===== src/hw/rtl/fsl_pkg.sv =====
// ----------------------------------------------------------------------------
// fsl_pkg: shared definitions for the four-channel slew limiter
// Command codes, register indexes, reset values and lane interface types.
// ----------------------------------------------------------------------------
package fsl_pkg;

	localparam int NUM_CHANNELS = 4;
	localparam int NUM_FIELDS   = 4;   // channels that have input and output fields
	localparam int LEVEL_W      = 8;
	localparam int LIMIT_W      = 7;
	localparam int CFG_DATA_W   = 8;
	localparam int CFG_IDX_W    = 2;
	localparam int CMD_W        = 2;

	localparam logic [CMD_W-1:0] CMD_TICK    = 2'd0;
	localparam logic [CMD_W-1:0] CMD_SET_REQ = 2'd1;
	localparam logic [CMD_W-1:0] CMD_INSTANT = 2'd2;
	localparam logic [CMD_W-1:0] CMD_UNUSED  = 2'd3;

	localparam logic [CFG_IDX_W-1:0] REG_STEP_SIZE = 2'd0;
	localparam logic [CFG_IDX_W-1:0] REG_MAX_LEVEL = 2'd1;
	localparam logic [CFG_IDX_W-1:0] REG_MIN_UP    = 2'd2;
	localparam logic [CFG_IDX_W-1:0] REG_MIN_DOWN  = 2'd3;

	localparam logic [LIMIT_W-1:0]        RST_STEP_SIZE = 7'd5;
	localparam logic [LIMIT_W-1:0]        RST_MAX_LEVEL = 7'd100;
	localparam logic [LIMIT_W-1:0]        RST_MIN_UP    = 7'd0;
	localparam logic signed [LEVEL_W-1:0] RST_MIN_DOWN  = 8'sd0;

	localparam logic KIND_RAMP    = 1'b0;
	localparam logic KIND_INSTANT = 1'b1;

	typedef struct packed {
		logic [LIMIT_W-1:0]        step_size;
		logic [LIMIT_W-1:0]        max_level;
		logic [LIMIT_W-1:0]        min_up_level;
		logic signed [LEVEL_W-1:0] min_down_level;
	} fsl_cfg_t;

	typedef struct packed {
		logic tick;
		logic set_req;
		logic instant;
	} fsl_ctrl_t;

endpackage


===== src/hw/rtl/fsl_lane.sv =====
// ----------------------------------------------------------------------------
// fsl_lane: one slew-limited drive channel
// Holds the requested and current level of one channel and works out the
// next current level for a tick, a request update or an instant set.
// ----------------------------------------------------------------------------
module fsl_lane
	import fsl_pkg::*;
(
	input  logic                      clk,
	input  logic                      arst_n,
	input  fsl_cfg_t                  cfg,
	input  fsl_ctrl_t                 ctrl,
	input  logic signed [LEVEL_W-1:0] req_value,
	input  logic signed [LEVEL_W-1:0] instant_value,
	output logic signed [LEVEL_W-1:0] level_next
);

	// Wide enough for a level plus or minus the largest step.
	localparam int WIDE_W = LEVEL_W + 2;

	logic signed [LEVEL_W-1:0] target_q;
	logic signed [LEVEL_W-1:0] level_q;
	logic signed [WIDE_W-1:0]  cur_w;
	logic signed [WIDE_W-1:0]  tgt_w;
	logic signed [WIDE_W-1:0]  step_w;
	logic signed [WIDE_W-1:0]  max_w;
	logic signed [WIDE_W-1:0]  min_up_w;
	logic signed [WIDE_W-1:0]  min_down_w;
	logic signed [WIDE_W-1:0]  moved;
	logic signed [WIDE_W-1:0]  clamped;
	logic signed [WIDE_W-1:0]  pushed;

	always_comb begin
		cur_w      = WIDE_W'(level_q);
		tgt_w      = WIDE_W'(target_q);
		step_w     = signed'({{(WIDE_W-LIMIT_W){1'b0}}, cfg.step_size});
		max_w      = signed'({{(WIDE_W-LIMIT_W){1'b0}}, cfg.max_level});
		min_up_w   = signed'({{(WIDE_W-LIMIT_W){1'b0}}, cfg.min_up_level});
		min_down_w = WIDE_W'(cfg.min_down_level);

		// The full step is taken even when it passes the target.
		if (tgt_w > cur_w) begin
			moved = cur_w + step_w;
		end else if (tgt_w < cur_w) begin
			moved = cur_w - step_w;
		end else begin
			moved = cur_w;
		end

		clamped = moved;
		if (clamped > max_w) begin
			clamped = max_w;
		end
		if (clamped < -max_w) begin
			clamped = -max_w;
		end

		// The minimum zone is applied after the clamp, so it wins over max_level.
		pushed = clamped;
		if (pushed > 0 && pushed < min_up_w) begin
			pushed = min_up_w;
		end
		if (pushed < 0 && pushed > min_down_w) begin
			pushed = min_down_w;
		end

		if (ctrl.instant) begin
			level_next = instant_value;
		end else if (ctrl.tick) begin
			level_next = pushed[LEVEL_W-1:0];
		end else begin
			level_next = level_q;
		end
	end

	always_ff @(posedge clk or negedge arst_n) begin
		if (!arst_n) begin
			target_q <= '0;
			level_q  <= '0;
		end else begin
			if (ctrl.set_req) begin
				target_q <= req_value;
			end else if (ctrl.instant) begin
				target_q <= instant_value;
			end
			if (ctrl.tick || ctrl.instant) begin
				level_q <= level_next;
			end
		end
	end

endmodule


===== src/hw/rtl/four_channel_slew_limiter.sv =====
// ----------------------------------------------------------------------------
// four_channel_slew_limiter: ramped drive levels for four motor channels
// Command beats update the channel lanes; result beats carry all four levels.
// ----------------------------------------------------------------------------
// Usage:
//   The input channel (in_valid/in_ready) carries one command beat. A tick
//   moves every channel one step toward its request and returns one result
//   beat; a set-request beat stores four requests and returns nothing; an
//   instant beat sets left and right sides directly and returns one beat.
//   Command code 3 is taken and ignored.
//   The output channel (out_valid/out_ready) carries drive_kind and the four
//   levels. A result appears in the cycle after its command beat is taken.
//   Throughput is one beat per cycle: each lane does its add, clamp and
//   minimum-zone push combinationally and the result lands in one output
//   register. in_ready is high while that register is empty or being taken,
//   so a stalled receiver holds its result and blocks the input only then.
//   Configuration writes (cfg_we, cfg_index, cfg_data) take effect at once
//   and belong to idle periods.
//   Reset clears all requests and levels to zero, loads the default limits
//   and empties the output register.
// ----------------------------------------------------------------------------
module four_channel_slew_limiter
	import fsl_pkg::*;
(
	input  logic                         clk,
	input  logic                         arst_n,
	input  logic                         cfg_we,
	input  logic [CFG_IDX_W-1:0]         cfg_index,
	input  logic [CFG_DATA_W-1:0]        cfg_data,
	input  logic                         in_valid,
	output logic                         in_ready,
	input  logic [CMD_W-1:0]             cmd,
	input  logic signed [LEVEL_W-1:0]    lf_target,
	input  logic signed [LEVEL_W-1:0]    lb_target,
	input  logic signed [LEVEL_W-1:0]    rf_target,
	input  logic signed [LEVEL_W-1:0]    rb_target,
	input  logic signed [LEVEL_W-1:0]    left_power,
	input  logic signed [LEVEL_W-1:0]    right_power,
	output logic                         out_valid,
	input  logic                         out_ready,
	output logic                         drive_kind,
	output logic signed [LEVEL_W-1:0]    lf_drive,
	output logic signed [LEVEL_W-1:0]    lb_drive,
	output logic signed [LEVEL_W-1:0]    rf_drive,
	output logic signed [LEVEL_W-1:0]    rb_drive
);

	fsl_cfg_t                  cfg_q;
	fsl_ctrl_t                 ctrl;
	logic                      accept;
	logic                      has_result;
	logic signed [LEVEL_W-1:0] req_field [NUM_FIELDS];
	logic signed [LEVEL_W-1:0] pow_field [NUM_FIELDS];
	logic signed [LEVEL_W-1:0] lane_next [NUM_CHANNELS];
	logic signed [LEVEL_W-1:0] merged    [NUM_FIELDS];
	logic                      valid_q;
	logic                      kind_q;
	logic signed [LEVEL_W-1:0] drive_q   [NUM_FIELDS];

	always_ff @(posedge clk or negedge arst_n) begin
		if (!arst_n) begin
			cfg_q.step_size      <= RST_STEP_SIZE;
			cfg_q.max_level      <= RST_MAX_LEVEL;
			cfg_q.min_up_level   <= RST_MIN_UP;
			cfg_q.min_down_level <= RST_MIN_DOWN;
		end else if (cfg_we) begin
			unique case (cfg_index)
				REG_STEP_SIZE: cfg_q.step_size      <= cfg_data[LIMIT_W-1:0];
				REG_MAX_LEVEL: cfg_q.max_level      <= cfg_data[LIMIT_W-1:0];
				REG_MIN_UP:    cfg_q.min_up_level   <= cfg_data[LIMIT_W-1:0];
				REG_MIN_DOWN:  cfg_q.min_down_level <= signed'(cfg_data);
				default:       ;
			endcase
		end
	end

	assign in_ready = !valid_q || out_ready;
	assign accept   = in_valid && in_ready;

	always_comb begin
		ctrl.tick    = accept && (cmd == CMD_TICK);
		ctrl.set_req = accept && (cmd == CMD_SET_REQ);
		ctrl.instant = accept && (cmd == CMD_INSTANT);
		has_result   = ctrl.tick || ctrl.instant;
	end

	assign req_field[0] = lf_target;
	assign req_field[1] = lb_target;
	assign req_field[2] = rf_target;
	assign req_field[3] = rb_target;
	assign pow_field[0] = left_power;
	assign pow_field[1] = left_power;
	assign pow_field[2] = right_power;
	assign pow_field[3] = right_power;

	for (genvar i = 0; i < NUM_CHANNELS; i++) begin : g_lane
		logic signed [LEVEL_W-1:0] lane_req;
		logic signed [LEVEL_W-1:0] lane_pow;

		// Lanes beyond the input fields are set to zero by both set commands.
		if (i < NUM_FIELDS) begin : g_fed
			assign lane_req = req_field[i];
			assign lane_pow = pow_field[i];
		end else begin : g_unfed
			assign lane_req = '0;
			assign lane_pow = '0;
		end

		fsl_lane u_lane (
			.clk           (clk),
			.arst_n        (arst_n),
			.cfg           (cfg_q),
			.ctrl          (ctrl),
			.req_value     (lane_req),
			.instant_value (lane_pow),
			.level_next    (lane_next[i])
		);
	end

	// Output fields of absent channels read as zero.
	for (genvar j = 0; j < NUM_FIELDS; j++) begin : g_merge
		if (j < NUM_CHANNELS) begin : g_present
			assign merged[j] = lane_next[j];
		end else begin : g_absent
			assign merged[j] = '0;
		end
	end

	always_ff @(posedge clk or negedge arst_n) begin
		if (!arst_n) begin
			valid_q <= 1'b0;
		end else if (in_ready) begin
			valid_q <= has_result;
		end
	end

	always_ff @(posedge clk) begin
		if (has_result) begin
			kind_q  <= ctrl.instant ? KIND_INSTANT : KIND_RAMP;
			drive_q <= merged;
		end
	end

	assign out_valid  = valid_q;
	assign drive_kind = kind_q;
	assign lf_drive   = drive_q[0];
	assign lb_drive   = drive_q[1];
	assign rf_drive   = drive_q[2];
	assign rb_drive   = drive_q[3];

endmodule

===== config.mk =====
export PLATFORM = sky130hd
export DESIGN_NAME = four_channel_slew_limiter
export DESIGN_NICKNAME = d
export VERILOG_FILES = /design/src/hw/rtl/fsl_pkg.sv /design/src/hw/rtl/fsl_lane.sv /design/src/hw/rtl/four_channel_slew_limiter.sv
export SDC_FILE = /design/constraint.sdc
export NUM_CORES = 1
export LEC_CHECK = 0
export ABC_AREA = 1
export BUFFER_PORTS_ARGS = -buffer_cell sky130_fd_sc_hd__buf_2
export CAP_MARGIN = 30
export CORE_MARGIN = 2
export CORE_UTILIZATION = 60
export DETAILED_ROUTE_END_ITERATION = 10
export GPL_TIMING_DRIVEN = 0
export PLACE_DENSITY = 0.79
export SYNTH_ARGS = -nofsm -noshare
export SYNTH_HDL_FRONTEND = slang
export SYNTH_SLANG_ARGS = --single-unit

===== constraint.sdc =====
create_clock -name clk -period 22.4 [get_ports clk]
set_input_delay 1.12 -clock clk [delete_from_list [all_inputs] [get_ports clk]]
set_output_delay 1.12 -clock clk [all_outputs]
set_load 0.03 [all_outputs]

Word level (Yosys, flattened, before mapping). Index checks and enable logic that the tools add are counted.

Flip-flop bits (word level): 127. Bits of input ports: 65. Output and inout bits: 35. Logic and storage cells: 125.

Add/subtract/negate cells: 9. $lt $le $gt $ge: 32. Eq/ne operators: 5. Muxes and demuxes: 39. Reductions and logical operators: 22.

Operators by type and width (count): 10-bit 2-to-1 mux (20); 8-bit 2-to-1 mux (18); 10-bit by 8-bit greater-than comparator with 1-bit output (8); 10-bit by 1-bit greater-than comparator with 1-bit output, second input constant (4); 10-bit by 1-bit less-than comparator with 1-bit output, second input constant (4); 10-bit less-than comparator (4); 10-bit by 8-bit less-than comparator with 1-bit output (4); 8-bit by 8-bit adder with 9-bit output (4); 8-bit by 8-bit subtractor with 9-bit output (4); 8-bit greater-than comparator (4); 8-bit less-than comparator (4); 1-bit logical AND (12); 7-bit negator with 10-bit output (1); 2-bit AND reduction (4); 2-bit equality test, second input constant (3); 2-bit by 1-bit equality test with 1-bit output, second input constant (2); 2-bit logical NOT (2); 1-bit logical OR (2); 2-bit nonzero test (1); 1-bit logical NOT (1); 1-bit 2-to-1 mux (1).

Longest topological paths before layout.
Depth in word-level cells: 15. Gate-level depth with buffers: 64. Depth with buffers taken out: 60.

Modules after synthesis. From an unflattened synthesis, not the netlist that was laid out.

Cells, all modules: 2309. Area, all modules: 16569.6 um2.

By module, submodules not included: fsl_lane (g_lane[0].u_lane ...) (instances 3, cells an instance 532, area an instance 3554.7 um2, seq. area each 400.4 um2); fsl_lane (g_lane[1].u_lane) (instances 1, cells an instance 534, area an instance 3535.9 um2, seq. area each 400.4 um2); four_channel_slew_limiter (instances 1, cells an instance 179, area an instance 2369.8 um2, seq. area each 1747.9 um2).

Worst setup path after synthesis. Ideal clock, no wire load.

Path kind: register -> register. Start point: register cfg_q[23] in the netlist's numbering. End point: register drive_q (netlist bit lf_drive[7]) (data pin). Library setup time: 0.316 ns. Data arrival time: 8.229 ns. Required time: 22.084 ns. Path slack: 13.855 ns. Cell stages (with the launch flop): 56. Path buffers: 2. Clock period less this slack: 8.545 ns. Cell sequence: dfrtp_1 > inv_1 > fa_1 > nor2_1 > nor2_1 > o21bai_1 > a21oi_1 > o21ai_0 > xor2_1 > a221oi_1 > ha_1 > inv_1 > nor3_4 > nand2_1 > inv_1 > o21ai_0 > nand4_1 > ha_1 > [20 not listed] > nand2_2 > nand2_1 > ha_1 > inv_1 > nor2_1 > nor2_1 > o21a_1 > nor2_1 > a211oi_1 > o21ai_0 > nand2_1 > nand3_1 > o2111ai_2 > buf_2 > nand2_1 > o21ai_1 > nand2_1 > o211ai_1.

Longest elaborated chain between the ends: 15. Elaborated cells on any way between the ends: 18. Those cells by class: add/sub: 2; order compare: 6; mux: 8; reduce/logical: 2.

RTL lines: from (decl) (RTL line four_channel_slew_limiter.sv:48) `fsl_cfg_t cfg_q;`; 8-bit by 8-bit subtractor with 9-bit output (RTL line fsl_lane.sv:45) `moved = cur_w - step_w;`; 10-bit 2-to-1 mux (RTL line fsl_lane.sv:44) `end else if (tgt_w < cur_w) begin`; 10-bit 2-to-1 mux (*) (RTL line fsl_lane.sv:42) `if (tgt_w > cur_w) begin`; 10-bit by 8-bit greater-than comparator with 1-bit output (RTL line fsl_lane.sv:51) `if (clamped > max_w) begin`; 10-bit 2-to-1 mux (*) (RTL line fsl_lane.sv:51); 10-bit less-than comparator (RTL line fsl_lane.sv:54) `if (clamped < -max_w) begin`; 10-bit 2-to-1 mux (*) (RTL line fsl_lane.sv:54); 10-bit by 1-bit greater-than comparator with 1-bit output / 10-bit by 8-bit less-than comparator with 1-bit output (equally long branches) (RTL line fsl_lane.sv:60) `if (pushed > 0 && pushed < min_up_w) begin`; 1-bit logical AND (RTL line fsl_lane.sv:60); 10-bit 2-to-1 mux (*) (RTL line fsl_lane.sv:60); 10-bit by 1-bit less-than comparator with 1-bit output / 10-bit by 8-bit greater-than comparator with 1-bit output (equally long branches) (RTL line fsl_lane.sv:63) `if (pushed < 0 && pushed > min_down_w) begin`; 1-bit logical AND (RTL line fsl_lane.sv:63); 8-bit 2-to-1 mux (*) (RTL line fsl_lane.sv:63); 8-bit 2-to-1 mux (*) (RTL line fsl_lane.sv:69) `end else if (ctrl.tick) begin`; 8-bit 2-to-1 mux (*) (RTL line fsl_lane.sv:67) `if (ctrl.instant) begin`; named net g_lane[0].u_lane.level_next[7] (RTL line fsl_lane.sv:15) `output logic signed [LEVEL_W-1:0] level_next`; to (signal assigned) (RTL line four_channel_slew_limiter.sv:140) `drive_q <= merged;`; to (decl) (RTL line four_channel_slew_limiter.sv:58) `logic signed [LEVEL_W-1:0] drive_q [NUM_FIELDS];`.

The timed path passes the listed nets; every way through them passes the cells marked *. A chain may end at the register's enable or synchronous reset.

Final worst setup path. Same ends and word-level chain as after synthesis.

==> summary.txt <==
Status: finished clean
Vias in the first global route: 14400
Max frequency: 0.0919 GHz
Share of layout cells above drive strength 1: 14.1%
FF-to-FF setup slack: 11520 ps
P&R area growth vs syn: 10.3%
Worst path arrival time: 11050 ps
Fin area: 16500 µm²
FP Rows: 57
Crit path max fanout: 12
Post-synth EDFFs: 33
PortBufs: 99
Clock buffer count from CTS: 17
Total vias in the final route: 15500
Yosys Warn Count: 0
Worst-Margin Slew: 954 ps
Crit path capture type: flip-flop
Synth Cell Area: 15000 µm²
Crit path buf inv count: 8
Drc violations: 0
Critical path type: flip-flop to flip-flop
Post-DP Area: 16000 µm²
Clock latency at the later pin of the worst-skew pair: 430 ps
Grt total ovfl: 0
# nets final: 2571
Starting density of the core: 61.3%
R2R Path Start: cfg_q[23]
Antenna cell count: 0
Final Hold Viols: 0
DP HPWL: 39.7 mm
TritonCTS clock tree: yes
1st-iter DRT viols: 1479
Mean post-synth cell area: 6.97 µm²
Gr usage total: 37.3%
Total length of routed wires: 49.6 mm
Min-delay src: out_valid
First-pass GRT wire length: 75.6 mm
FF+latch count, synth: 127
Top FF cell, synth: dfrtp_1
Rel. slew slack: 34.7%
Hold buffers post-CTS: 0
Vias/cell: 5.91
Drt first pass iters: 6
IO Count: 100
Fraction of registers with async set/reset: 74.0%
Register area share after synthesis: 22.3%
Slowest stage delay, CP: 760 ps
Die Wd: 162 µm
Post-layout minimum cycle time: 10880 ps
Setup TNS Final: 0 ps
R2R depth: 55
CP Data Required Time: 22570 ps
Antenna violations before repair: 0
Levels on crit path: 55
Clock root cell: clkbuf_16
Syn nets: 2447
# Post-CTS Setup Buffers: 0
DIE AREA: 26300 µm²
Most common cell after layout, fill and taps aside: nand2_1
Post-synth cell types: 62
Period utilization: 48.6%
GPL Wtd Cong: 1.02
End point of the worst hold path: out_valid
Clock sink total: 127
Pin count of the biggest net entering global routing: 71
CP dominant cell by count: nand2_1
Core area: 24500 µm²
Crit path launch type: flip-flop
Leading cell types in the layout, fill and taps excluded: nand2_1, inv_1, ha_1, o21ai_0, nor2_1
Resized cells post-CTS: 0
Reg-to-Reg End: lf_drive[7]
Reg clk slew, reported paths: 70 ps
Post-Synthesis Cells: 2153
Antenna-violating nets left: 0
Filler cells: 2136
Setup violations, final: 0
Max Cap Violations: 0
Hold WC Path Type: flip-flop to flip-flop
Crit-path slowest cell: a2111oi_0
Largest delay share family, worst path: compound AO/OA/AOI/OAI gates
Slew Viols, Final: 0
Clock Path Buffers: 2
H-tree depth: 4
RSZ-0062 raised after global routing: false
Die H: 162 µm
Final Skew: 13.5 ps
WHS Path Cells: 2
DR WL/cell: 19.0 µm
## cell type report
type                    count  area, µm²  area share, %
plain buffers              50        256           1.55
clock buffers              17        425           2.57
clock inverters            15        136          0.824
inverters                 318       1210           7.30
multi-input cells        1658      10200           61.6
flip-flops and latches    127       3350           20.2
well taps                 324        405           2.45
repair buffers            105        573           3.46
## how the worst max path moves through the flow
| stage | startpoint | end | slack, ps |
|---|---|---|---|
| 3_5_place_dp | cfg_q[23] | lf_drive[7] | 11820 |
| 5_1_grt | cfg_q[23] | lf_drive[7] | 10740 |
| 2_1_floorplan | cfg_q[23] | lf_drive[7] | 13860 |
| 4_1_cts | cfg_q[23] | lf_drive[7] | 11680 |
| 6_report | cfg_q[23] | lf_drive[7] | 11520 |
| 3_3_place_gp | cfg_q[23] | lf_drive[7] | 11810 |
## tightest hold or removal path, cell delays in order (launching register included)
cell and delay (ps):
dfrtp_1 360, nand2_1 90, nand2_1 80
## Yosys cell counts (4+ instances only)
cell | n | area share, %
nand2_1 | 540 | 14
inv_1 | 302 | 7.6
ha_1 | 221 | 18
o21ai_0 | 157 | 5.2
nor2_1 | 137 | 3.4
nand3_1 | 103 | 3.4
a21oi_1 | 95 | 3.2
dfrtp_1 | 89 | 15
nand2_2 | 66 | 2.8
nand4_1 | 50 | 2.1
a31oi_1 | 35 | 1.5
edfxtp_1 | 33 | 6.6
xor2_1 | 32 | 1.9
nand2b_1 | 28 | 1.2
clkbuf_1 | 24 | 0.60
nand3_2 | 22 | 1.5
nor3_1 | 19 | 0.63
buf_2 | 18 | 0.60
nor2_2 | 15 | 0.63
o211ai_1 | 15 | 0.75
a221oi_1 | 14 | 0.82
inv_2 | 13 | 0.33
a211oi_1 | 11 | 0.55
nand2_4 | 9 | 0.68
fa_1 | 8 | 1.1
o21ai_1 | 8 | 0.27
or2_2 | 7 | 0.29
a21o_1 | 6 | 0.30
o21bai_1 | 6 | 0.30
dfstp_2 | 5 | 0.88
o21a_1 | 5 | 0.25
a21oi_2 | 4 | 0.23
and2_1 | 4 | 0.17
nand3_4 | 4 | 0.47
## routing by layer
layer / track usage [%] / vias up / share of wire [%]
li1: - / 7402 / -
met4: 15.0 / 0 / 4.2
met1: 49.7 / 7178 / 41
met2: 61.5 / 732 / 46
met5: 0 / - / 0
met3: 4.83 / 148 / 8.8
## metrics by stage
stage               setup WS [ps]  std cells  hold WS, ps  util (%)
global placement            11810       2576          493      65.0
detailed placement          11820       2581          499      65.3
floorplan                   13860       2153          476         -
global route                10740       2614          564      67.6
finish                      11520       2614          555      67.6
CTS                         11680       2613          547      67.6
## cell families after synthesis
group / count (synthesis) / synth area share, %
flip-flops: 127 / 22.3
buffers and inverters: 368 / 9.75
adder cells (fa/ha/maj): 229 / 19.5
AO/OA/AOI/OAI: 379 / 14.8
AND/OR/NAND/NOR: 1018 / 31.8
XOR/XNOR: 32 / 1.87
## registers in the layout (all words and copies together), names as in the netlist
signal,count
out_valid,1
rf_drive,8
cfg_q,29
drive_kind,1
lf_drive,8
g_lane.u_lane.target_q,32
g_lane.u_lane.level_q,32
rb_drive,8
lb_drive,8
Power is not shown: default switching activity piles up to over one toggle a cycle in this logic, so the estimate is an artifact.
